## config.mk

```make
export PLATFORM = sky130hd
export DESIGN_NAME = mac_frame_header_parser
export DESIGN_NICKNAME = d
export VERILOG_FILES = /design/src/rtl/mfhp_pkg.sv /design/src/rtl/mac_frame_header_parser.sv /design/src/rtl/mfhp_front.sv /design/src/rtl/mfhp_queue.sv /design/src/rtl/mfhp_back.sv
export SDC_FILE = /design/constraint.sdc
export NUM_CORES = 1
export LEC_CHECK = 0
export BUFFER_PORTS_ARGS = -buffer_cell sky130_fd_sc_hd__buf_2
export CAP_MARGIN = 25
export CORE_ASPECT_RATIO = 0.9
export CORE_UTILIZATION = 55
export DETAILED_ROUTE_END_ITERATION = 8
export PLACE_DENSITY = 0.74
export SLEW_MARGIN = 20
export SYNTH_ARGS = -nofsm -noshare
export SYNTH_HDL_FRONTEND = slang
export SYNTH_SLANG_ARGS = --single-unit
```

## constraint.sdc

```tcl
create_clock -name clk -period 8.1 [get_ports clk]
set_clock_uncertainty 0.15 [all_clocks]
set_input_delay 1.62 -clock clk [delete_from_list [all_inputs] [get_ports clk]]
set_output_delay 1.62 -clock clk [all_outputs]
set_load 0.005 [all_outputs]
```

## src/rtl/mfhp_pkg.sv

```systemverilog
`default_nettype none
// ----------------------------------------------------------------------------
// mfhp_pkg
// Types and constants shared by the MAC frame header parser modules.
// ----------------------------------------------------------------------------
package mfhp_pkg;

  localparam int MAX_FRAME_BYTES = 127;
  localparam int QUEUE_DEPTH     = 4;
  localparam int QPTR_W          = $clog2(QUEUE_DEPTH);

  localparam logic [3:0] FLD_CONTROL = 4'd0;
  localparam logic [3:0] FLD_SEQ     = 4'd1;
  localparam logic [3:0] FLD_DPAN    = 4'd2;
  localparam logic [3:0] FLD_DADDR   = 4'd3;
  localparam logic [3:0] FLD_SPAN    = 4'd4;
  localparam logic [3:0] FLD_SADDR   = 4'd5;
  localparam logic [3:0] FLD_WORD0   = 4'd6;
  localparam logic [3:0] FLD_END     = 4'd12;

  typedef struct packed {
    logic [7:0] data_byte;
    logic       last_byte;
  } in_item_t;

  typedef struct packed {
    logic [3:0]  field_id;
    logic [63:0] field_value;
    logic [6:0]  header_length;
    logic [6:0]  payload_length;
    logic        parse_status;
    logic        frame_done;
  } out_item_t;

  // Up to two results caused by one input byte
  typedef struct packed {
    out_item_t  res0;
    out_item_t  res1;
    logic [1:0] count;
  } job_t;

endpackage
`default_nettype wire

```

## src/rtl/mac_frame_header_parser.sv

```systemverilog
`default_nettype none
// ----------------------------------------------------------------------------
// mac_frame_header_parser
// Streaming 802.15.4-style MAC header parser with optional state words.
// ----------------------------------------------------------------------------
// Takes one frame byte per cycle. The decoder works on each byte in the cycle
// it is accepted and puts the zero to two items it causes into a four-entry
// queue; the output stage hands out one item per cycle unless field_stall is
// high. Bytes causing at most one item therefore flow at one per cycle; the
// second item of a byte causing two (frame end with a field or compressed
// source PAN) is queued. byte_stall rises only while the queue is full.
module mac_frame_header_parser import mfhp_pkg::*; (
  input  wire logic     clk,
  input  wire logic     rst,
  input  wire logic     byte_valid,
  output logic          byte_stall,
  input  wire in_item_t byte_item,
  output logic          field_valid,
  input  wire logic     field_stall,
  output out_item_t     field_item
);

  logic accept;
  job_t job;
  logic job_valid;
  logic full;
  logic head_valid;
  job_t head;
  logic pop;

  assign byte_stall = full;
  assign accept     = byte_valid && !full;

  mfhp_front u_front (
    .clk       (clk),
    .rst       (rst),
    .accept    (accept),
    .item      (byte_item),
    .job       (job),
    .job_valid (job_valid)
  );

  mfhp_queue u_queue (
    .clk        (clk),
    .rst        (rst),
    .push       (job_valid),
    .push_job   (job),
    .pop        (pop),
    .full       (full),
    .head_valid (head_valid),
    .head       (head)
  );

  mfhp_back u_back (
    .clk        (clk),
    .rst        (rst),
    .head_valid (head_valid),
    .head       (head),
    .pop        (pop),
    .valid      (field_valid),
    .stall      (field_stall),
    .item       (field_item)
  );

endmodule
`default_nettype wire

```

## src/rtl/mfhp_front.sv

```systemverilog
`default_nettype none
// ----------------------------------------------------------------------------
// mfhp_front
// Byte-wise header decoder: tracks the current field, assembles field values
// and builds the results caused by each byte.
// ----------------------------------------------------------------------------
module mfhp_front import mfhp_pkg::*; (
  input  wire logic     clk,
  input  wire logic     rst,
  input  wire logic     accept,
  input  wire in_item_t item,
  output job_t          job,
  output logic          job_valid
);

  logic [6:0]  byte_position;
  logic [15:0] control_word;
  logic [3:0]  current_field;
  logic [3:0]  field_byte_count;
  logic [63:0] field_accumulator;
  logic [15:0] saved_dest_pan;

  function automatic logic [3:0] addr_bytes(input logic [1:0] mode);
    unique case (mode)
      2'd2:    addr_bytes = 4'd2;
      2'd3:    addr_bytes = 4'd8;
      default: addr_bytes = 4'd0;
    endcase
  endfunction

  function automatic logic span_pending(input logic [3:0] f, input logic [15:0] cw);
    span_pending = (f == FLD_SPAN) && (cw[15:14] != 2'd0) && cw[6];
  endfunction

  function automatic logic [3:0] field_bytes(input logic [3:0] f, input logic [15:0] cw);
    unique case (f)
      FLD_CONTROL: field_bytes = 4'd2;
      FLD_SEQ:     field_bytes = 4'd1;
      FLD_DPAN:    field_bytes = (cw[11:10] != 2'd0) ? 4'd2 : 4'd0;
      FLD_DADDR:   field_bytes = addr_bytes(cw[11:10]);
      FLD_SPAN:    field_bytes = (cw[15:14] != 2'd0 && !cw[6]) ? 4'd2 : 4'd0;
      FLD_SADDR:   field_bytes = addr_bytes(cw[15:14]);
      default:     field_bytes = (f < FLD_END && cw[9]) ? 4'd2 : 4'd0;
    endcase
  endfunction

  // first field at or after f that takes bytes or a compressed PAN
  function automatic logic [3:0] advance(input logic [3:0] f, input logic [15:0] cw);
    logic [3:0] r;
    r = FLD_END;
    for (int i = int'(FLD_END) - 1; i >= 0; i--) begin
      if (i >= int'(f) &&
          (field_bytes(i[3:0], cw) != 4'd0 || span_pending(i[3:0], cw))) begin
        r = i[3:0];
      end
    end
    return r;
  endfunction

  function automatic logic [6:0] header_bytes(input logic [15:0] cw);
    logic [6:0] h;
    h = 7'd3;
    if (cw[11:10] != 2'd0) h = h + 7'd2;
    h = h + {3'd0, addr_bytes(cw[11:10])};
    if (cw[15:14] != 2'd0 && !cw[6]) h = h + 7'd2;
    h = h + {3'd0, addr_bytes(cw[15:14])};
    if (cw[9]) h = h + 7'd12;
    return h;
  endfunction

  logic [6:0]  bp_next;
  logic        span_now;
  logic [3:0]  cur;
  logic [63:0] acc;
  logic [3:0]  cnt_inc;
  logic        fld_now;
  logic [15:0] control_word_next;
  logic [15:0] saved_dest_pan_next;
  logic [3:0]  current_field_next;
  logic [3:0]  field_byte_count_next;
  logic [63:0] field_accumulator_next;
  logic        complete;
  logic [6:0]  hdr_len;
  logic [6:0]  hl;
  logic        st;
  out_item_t   span_res;
  out_item_t   fld_res;
  out_item_t   end_res;

  always_comb begin
    bp_next = (byte_position < 7'(MAX_FRAME_BYTES)) ? byte_position + 7'd1 : byte_position;
    span_now = span_pending(current_field, control_word);
    cur = span_now ? advance(FLD_SADDR, control_word) : current_field;
    cnt_inc = field_byte_count + 4'd1;
    acc = field_accumulator;
    for (int i = 0; i < 8; i++) begin
      if (field_byte_count[2:0] == i[2:0]) begin
        acc[i*8 +: 8] = acc[i*8 +: 8] | item.data_byte;
      end
    end
    fld_now = 1'b0;
    control_word_next = control_word;
    saved_dest_pan_next = saved_dest_pan;
    current_field_next = cur;
    field_byte_count_next = field_byte_count;
    field_accumulator_next = field_accumulator;
    if (cur < FLD_END) begin
      if (cnt_inc >= field_bytes(cur, control_word)) begin
        fld_now = 1'b1;
        if (cur == FLD_CONTROL) begin
          control_word_next = acc[15:0];
          saved_dest_pan_next = 16'd0;
        end else if (cur == FLD_DPAN) begin
          saved_dest_pan_next = acc[15:0];
        end
        field_accumulator_next = 64'd0;
        field_byte_count_next = 4'd0;
        current_field_next = advance(cur + 4'd1, control_word_next);
      end else begin
        field_accumulator_next = acc;
        field_byte_count_next = cnt_inc;
      end
    end

    complete = (current_field_next >= FLD_END) ||
               (span_pending(current_field_next, control_word_next) &&
                advance(FLD_SADDR, control_word_next) >= FLD_END);
    hdr_len = header_bytes(control_word_next);
    hl = 7'd0;
    st = 1'b1;
    if (complete && current_field_next != FLD_CONTROL && current_field_next != FLD_SEQ &&
        hdr_len <= bp_next) begin
      hl = hdr_len;
      st = 1'b0;
    end

    span_res = '{field_id: FLD_SPAN, field_value: {48'd0, saved_dest_pan},
                 header_length: 7'd0, payload_length: 7'd0,
                 parse_status: 1'b0, frame_done: 1'b0};
    fld_res = '{field_id: cur, field_value: acc, header_length: 7'd0,
                payload_length: 7'd0, parse_status: 1'b0, frame_done: 1'b0};
    end_res = '{field_id: FLD_END, field_value: 64'd0, header_length: hl,
                payload_length: bp_next - hl, parse_status: st, frame_done: 1'b1};

    job.res0 = span_now ? span_res : (fld_now ? fld_res : end_res);
    job.res1 = (span_now && fld_now) ? fld_res : end_res;
    job.count = 2'({1'b0, span_now} + {1'b0, fld_now} + {1'b0, item.last_byte});
    job_valid = accept && (job.count != 2'd0);
  end

  always_ff @(posedge clk) begin
    if (rst) begin
      byte_position <= 7'd0;
      control_word <= 16'd0;
      current_field <= FLD_CONTROL;
      field_byte_count <= 4'd0;
      field_accumulator <= 64'd0;
      saved_dest_pan <= 16'd0;
    end else if (accept) begin
      if (item.last_byte) begin
        byte_position <= 7'd0;
        control_word <= 16'd0;
        current_field <= FLD_CONTROL;
        field_byte_count <= 4'd0;
        field_accumulator <= 64'd0;
        saved_dest_pan <= 16'd0;
      end else begin
        byte_position <= bp_next;
        control_word <= control_word_next;
        current_field <= current_field_next;
        field_byte_count <= field_byte_count_next;
        field_accumulator <= field_accumulator_next;
        saved_dest_pan <= saved_dest_pan_next;
      end
    end
  end

endmodule
`default_nettype wire

```

## src/rtl/mfhp_queue.sv

```systemverilog
`default_nettype none
// ----------------------------------------------------------------------------
// mfhp_queue
// Short FIFO of result groups between the decoder and the output stage.
// ----------------------------------------------------------------------------
module mfhp_queue import mfhp_pkg::*; (
  input  wire logic clk,
  input  wire logic rst,
  input  wire logic push,
  input  wire job_t push_job,
  input  wire logic pop,
  output logic      full,
  output logic      head_valid,
  output job_t      head
);

  job_t              mem [QUEUE_DEPTH];
  logic [QPTR_W-1:0] wr_ptr;
  logic [QPTR_W-1:0] rd_ptr;
  logic [QPTR_W:0]   fill;

  assign full       = (fill == (QPTR_W+1)'(QUEUE_DEPTH));
  assign head_valid = (fill != '0);
  assign head       = mem[rd_ptr];

  always_ff @(posedge clk) begin
    if (push) begin
      mem[wr_ptr] <= push_job;
    end
  end

  always_ff @(posedge clk) begin
    if (rst) begin
      wr_ptr <= '0;
      rd_ptr <= '0;
      fill <= '0;
    end else begin
      if (push) wr_ptr <= wr_ptr + 1'b1;
      if (pop) rd_ptr <= rd_ptr + 1'b1;
      if (push && !pop) begin
        fill <= fill + 1'b1;
      end else if (pop && !push) begin
        fill <= fill - 1'b1;
      end
    end
  end

endmodule
`default_nettype wire

```

## src/rtl/mfhp_back.sv

```systemverilog
`default_nettype none
// ----------------------------------------------------------------------------
// mfhp_back
// Output stage: takes result groups from the queue and hands them out one
// item per cycle while stall is low.
// ----------------------------------------------------------------------------
module mfhp_back import mfhp_pkg::*; (
  input  wire logic  clk,
  input  wire logic  rst,
  input  wire logic  head_valid,
  input  wire job_t  head,
  output logic       pop,
  output logic       valid,
  input  wire logic  stall,
  output out_item_t  item
);

  job_t held;
  logic idx;
  logic take;
  logic at_last;

  assign item    = idx ? held.res1 : held.res0;
  assign take    = valid && !stall;
  assign at_last = (held.count == 2'd2) ? idx : 1'b1;
  assign pop     = head_valid && (!valid || (take && at_last));

  always_ff @(posedge clk) begin
    if (pop) begin
      held <= head;
    end
  end

  always_ff @(posedge clk) begin
    if (rst) begin
      valid <= 1'b0;
      idx <= 1'b0;
    end else if (pop) begin
      valid <= 1'b1;
      idx <= 1'b0;
    end else if (take) begin
      if (at_last) begin
        valid <= 1'b0;
        idx <= 1'b0;
      end else begin
        idx <= 1'b1;
      end
    end
  end

endmodule
`default_nettype wire

```

== Word level (Yosys, flattened, before mapping) ==
Memories as Yosys holds them, arrays and structs flattened. A register that Yosys moved wholly into a read port is not among the register bits.
Cells that the tools add are included.

* Register bits after elaboration: 110
* Latch bits: 0
* RAM bits: 680
* Memory bits (read-only): 0
* Memories: 1

* Add/sub/neg operators: 14
* $mul: 0
* Divide/modulo/power cells: 0
* Order comparisons: 18
* Eq/ne operators: 29
* Shift operators: 0
* Muxes and demuxes: 97
* Bitwise operators: 8
* Reduce and logical (&&, ||, !) cells: 76

{| class="wikitable"
|+ Memory list
! memory !! depth !! bits a word !! read ports !! clocked after memory_dff !! write ports !! RTL line !! RTL
|-
| u_queue.mem || 4 || 170 || 1 || 1 || 1 || mfhp_queue.sv:17 || <nowiki>job_t mem [QUEUE_DEPTH];</nowiki>
|}

{| class="wikitable"
|+ Operators with widths
! cell !! count
|-
| $mux W84 || 4
|-
| $mux W64 || 3
|-
| $mux W16 || 11
|-
| $mux W4 || 34
|-
| $mux W8 || 8
|-
| $or A8 B8 Y8 || 8
|-
| $pmux W4 S2 || 6
|-
| $reduce_bool A4 Y1 || 12
|-
| $mux W7 || 5
|-
| $logic_and A1 B1 Y1 || 33
|-
| $eq A2 B2 Y1 const B || 13
|-
| $pmux W4 S6 || 1
|-
| $reduce_bool A2 Y1 || 12
|-
| $mux W3 || 7
|-
| $eq A4 B3 Y1 const B || 4
|-
| $ge A3 B4 Y1 const A || 4
|-
| $ge A4 B4 Y1 const A || 4
|-
| $mux W2 || 8
|-
| $eq A3 B3 Y1 const B || 5
|-
| $mux W1 || 10
|-
| $add A4 B1 Y4 const B || 2
|-
| $eq A4 B2 Y1 const B || 2
|-
| $ge A1 B4 Y1 const A || 2
|-
| $ge A2 B4 Y1 const A || 2
|-
| other kinds (28) || 42
|}

== Depth between registers and ports, before layout ==
* Depth in word-level cells: 44
* Depth in mapped cells: 48
* Gate-level depth less buffers: 44

== Cells and area by module ==
A second synthesis with hierarchy kept.

* Cells, all modules: 2214
* Area total of the unflattened synthesis: 38040.2 sq um

{| class="wikitable"
|+ Modules (own cells, without submodules)
! module !! instances !! cells an instance !! area each (sq um) !! seq. area each (sq um)
|-
| mfhp_queue || 1 || 932 || 24935.2 || 20599.8
|-
| mfhp_front || 1 || 1005 || 6844.1 || 2021.9
|-
| mfhp_back || 1 || 276 || 6247.2 || 5144.9
|-
| mac_frame_header_parser || 1 || 1 || 13.8 || 0.0
|}

== Worst setup path before layout ==
No wires, ideal clock.

* Path kind: reg2reg
* From: register u_front.current_field[2]
* To: memory u_queue.mem[1][0] (netlist name), enable pin
* Setup time: 0.551 ns
* Arrival time: 8.081 ns
* Required time: 7.399 ns
* Path slack: -0.681 ns
* Stages on the path, launching flop included: 23
* Clock period less this slack: 8.781 ns
* Cells stage by stage: dfxtp_1 -> buf_2 -> and4bb_1 -> a21oi_1 -> inv_1 -> ha_1 -> clkbuf_1 -> a21oi_1 -> o32a_1 -> nor2_1 -> a21oi_1 -> nor2_1 -> a31oi_1 -> ha_1 -> a2111oi_4 -> nor2_1 -> nand2_1 -> inv_2 -> buf_2 -> fa_1 -> nor2_1 -> nor2_1 -> and2_1

{| class="wikitable"
|+ RTL lines
! element !! RTL line !! RTL
|-
| start: declaration || mfhp_front.sv:18 || <nowiki>logic [3:0] current_field;</nowiki>
|-
| start signal: assignment || mfhp_front.sv:170 || <nowiki>current_field <= current_field_next;</nowiki>
|-
| end: declaration || mfhp_queue.sv:17 ||
|}

==> results.md <==
- Critical path's top delay family: compound AO/OA/AOI/OAI gates
- Most used flip-flop cell after synthesis: edfxtp_1
- Post-DP HPWL: ~45,000 um
- Syn-to-layout area delta: 13.4%
- Placed instance count: 3,074
- Mapped Area: 0.0377 mm^2
- Worst IR Drop VDD: between 0.3 and 0.4 mV
- Switching part of the total: between 20 and 30%
- Vias/cell: 6.05
- Die footprint: 0.0696 mm^2
- Post-synth EDFFs: 850
- Pin slew with the least headroom to its limit: between 1 and 1.5 ns
- Slew HR: 28.9%
- Failing checks: negative setup slack
- R2r setup slk: -0.13 ns
- Via count: 19,700
- Max Cap Viol: 0
- CP Capture Type: flip-flop
- Share of Yosys cell area claimed by the top area cell type: 67.7%
- Hold depth: 2
- Clock slew at reported path FFs: 0.06 ns
- CTS H-tree depth: 3
- Initial Utilization: 56.0%
- Final WL: 78,600 um
- Overall global routing resource usage: about 23%
- Yosys warning count: 0
- Hold Fails Final Rpt: 0
- Number of antenna diodes: 0
- Kind of critical path: flip-flop to flip-flop
- Avg WL per Cell: 24.1 um
- RR Startpoint: u_front.current_field[1]$_SDFFE_PP0P_
- Pint: 10.3 mW
- Post-synth cell types: 78
- Vias in the first global route: approximately 21,000
- Final setup viols: 8
- Finished Layout Cells: 3,256
- Worst r2r dst: u_queue.mem[2][10]$_DFFE_PP_
- Clock Tree Root: clkbuf_16
- PD cells: 330 mW/mm^2
- GPL Wtd Cong: 0.865
- Hold_buf cts: 0
- Min Hold Slack: 0.321 ns
- Yosys top cell by area: edfxtp_1
- # clock sinks: 960
- Main area contributors after synthesis: edfxtp_1, mux4_2, dfxtp_1
- CTS Buf Count: 90
- Chip height: ~250 um
- Cell area after layout: 0.0427 mm^2
- Worst-skew pair later-pin latency: 0.66 ns
- CP peak stage delay: 0.45 ns
- Largest net degree at the start of global routing: 120
- Crit start category: flip-flop
- Max FO, Critical Path: 5
- Arr. time, crit path: 8.45 ns
- First-pass GRT wire length: 121,000 um
- LEAKAGE: between 10 and 15 nW
- Aggregate global routing overflow: 0
- Slew Limit Fails: 0
- Sequential-to-total area share from yosys stat: around three quarters
- Clock buffer depth: 3
- First drt pass iteration count: 6
- HP Class: flip-flop to flip-flop
- Dpl cell area: 0.0396 mm^2
- Fmax: approximately 120 MHz
- # IOs: a little under 100
- Comb power frac: 21.4%
- Std cell rows: 90
- Setup ws final: -0.134 ns
- Post-placement worst setup slack: -0.188 ns
- Placeable Area: 0.0673 mm^2
- HP Start: u_front.field_accumulator[35]$_SDFFE_PP0P_
- I/O Buffers: 98
- Register-to-Register Path Depth: 42
- Fin nets: between 2,000 and 2,500
- Async SR Flop Fraction: 0%
- Initial antenna violation count: 3
- Drc violations: 0
- Hold Path Sink: u_front.field_accumulator[35]$_SDFFE_PP0P_
- RSZ-0062 raised after global routing: yes
- Crit-path slowest cell: a2111oi_4
- Synthesized area per cell: 17.3 um^2
- Initial DRC count: 1,791
- CP Buf/Inv Count: 0
- Number of synthesized register bits: 960
- Seq pwr share: 49.3%
- Total negative slack: -1.02 ns
- Routed Antenna Nets: 0
- Final Cycle Share: 102%
- Share of cells above drive strength 1: 26.5%
- Cell count after synthesis: 2,173
- CTS tree: done
- Period minus WS final: 8.23 ns
- Fillcell total: roughly 4,600
- P_sw: roughly 3.8 mW
- Required time of the worst setup path: 8.32 ns
- Status: finished with violations
- Clock Power Share: 29.3%
- Chip width: 278 um
## how the worst max path moves through the flow
stage / startpoint / endpoint / slack [ns] / cells past startpoint
2_1_floorplan: u_front.current_field[2]$_SDFFE_PP0P_ / u_queue.mem[0][94]$_DFFE_PP_ / 0.01 / 48
3_3_place_gp: u_front.current_field[1]$_SDFFE_PP0P_ / u_queue.mem[2][94]$_DFFE_PP_ / -0.008 / 43
3_5_place_dp: u_front.current_field[1]$_SDFFE_PP0P_ / u_queue.mem[2][94]$_DFFE_PP_ / -0.19 / 42
4_1_cts: u_front.current_field[1]$_SDFFE_PP0P_ / u_queue.mem[3][94]$_DFFE_PP_ / 0.01 / 42
5_1_grt: u_front.current_field[1]$_SDFFE_PP0P_ / u_queue.mem[2][10]$_DFFE_PP_ / -0.54 / 42
6_report: u_front.current_field[1]$_SDFFE_PP0P_ / u_queue.mem[2][10]$_DFFE_PP_ / -0.13 / 42
## cells in the final DEF (no fill, tap or decap), types with 7 or more instances in the layout
cell,Yosys,layout
edfxtp_1,850,850
nor2_1,264,261
mux4_2,170,170
a21oi_1,170,165
dfxtp_1,110,104
buf_2,9,98
clkbuf_16,0,90
mux2_2,86,85
buf_4,2,57
nand2_1,47,45
ha_1,38,31
nor3_1,31,28
clkbuf_1,96,26
inv_1,28,25
clkinv_2,0,19
o31ai_1,17,17
buf_12,0,17
and2_1,19,15
and3_1,14,14
nand3_1,14,13
xnor2_1,15,13
a21o_1,12,12
clkinv_1,1,11
clkbuf_8,0,10
or3_1,9,9
nand2b_1,8,8
nor2b_1,9,8
o21ai_0,11,7
xor2_1,9,7
mux2i_1,8,7
a22oi_1,7,7
## cell type report
cell class,instances,area (um^2),share of cell area [%]
Sequential cell,960,27700,64.9
Multi-Input combinational cell,1048,9580,22.4
Clock buffer,126,2490,5.82
Timing Repair Buffer,175,1300,3.05
Tap cell,874,1090,2.56
Clock inverter,43,417,0.975
Inverter,30,115,0.269
## synthesized netlist by cell type, types with 9 or more instances
library cell,n
a21o_1,12
a21oi_1,170
and2_1,19
and3_1,14
buf_1,30
buf_2,9
clkbuf_1,96
dfxtp_1,110
edfxtp_1,850
ha_1,38
inv_1,28
mux2_2,86
mux4_2,170
nand2_1,47
nand3_1,14
nor2_1,264
nor2b_1,9
nor3_1,31
o21ai_0,11
o31ai_1,17
or3_1,9
xnor2_1,15
xor2_1,9
## stage by stage
| step | utilization (%) | power, mW |
|---|---|---|
| after floorplan | - | 9.02 |
| after global placement | 58.7 | 9.98 |
| after detailed placement | 58.8 | 10.1 |
| after CTS | 63.2 | 14.2 |
| after global routing | 63.5 | 14.7 |
| final | 63.5 | 14.1 |
## flip-flops by register name (all words and copies together) (netlist names), 3 cells and up
register and flops:
u_back.held 170, u_front.byte_position 7, u_front.control_word 6, u_front.current_field 4, u_front.field_accumulator 64, u_front.field_byte_count 4
u_front.saved_dest_pan 16, u_queue.fill 3, u_queue.mem 680
## tightest hold or removal path, delay by kind of cell (launching register included)
kind / cells / cell delay [ns]
DFF: 1 / 0.33
AOI/OAI and AO/OA: 1 / 0.04
and+or+nand+nor: 1 / 0.07
## what timing repair did
item	4_1_cts	5_1_grt
gates cloned	0	0
buffers inserted	5	7
pin swaps	11	15
gates resized for setup	8	30
endpoints found under the setup margin	16	32
## kinds of logic (layout without fill, tap and decap cells)
group	Yosys count	after routing	synth area share [%]
adder cells (fa/ha/maj)	41	41	1.42
XOR/XNOR	24	24	0.558
buffers and inverters	168	374	1.74
other	1	4	0.00995
AND/OR/NAND/NOR	448	448	5.41
AO/OA/AOI/OAI	267	267	4.33
flip-flops	960	960	73.6
multiplexers	264	264	12.9
## power groups by stage
stage | Clock (mW) | Combinational, mW | Sequential [mW]
finish | 4.12 | 3.02 | 6.96
CTS | 4.20 | 3.06 | 6.97
global route | 4.38 | 3.26 | 7.05
detailed placement | 0 | 3.04 | 7.06
global placement | 0 | 2.97 | 7.00
floorplan | 0 | 2.03 | 6.99
## layer usage
| metal | track usage [%] | vias to the layer above | share of wire (%) |
|---|---|---|---|
| li1 | - | 8721 | - |
| met1 | 31.5 | 10200 | 42 |
| met2 | 38.1 | 670 | 50 |
| met3 | 3.94 | 144 | 6.3 |
| met4 | 6.22 | 6 | 2.3 |
| met5 | 0 | - | 0.046 |
(Power assumes the default switching activity.)
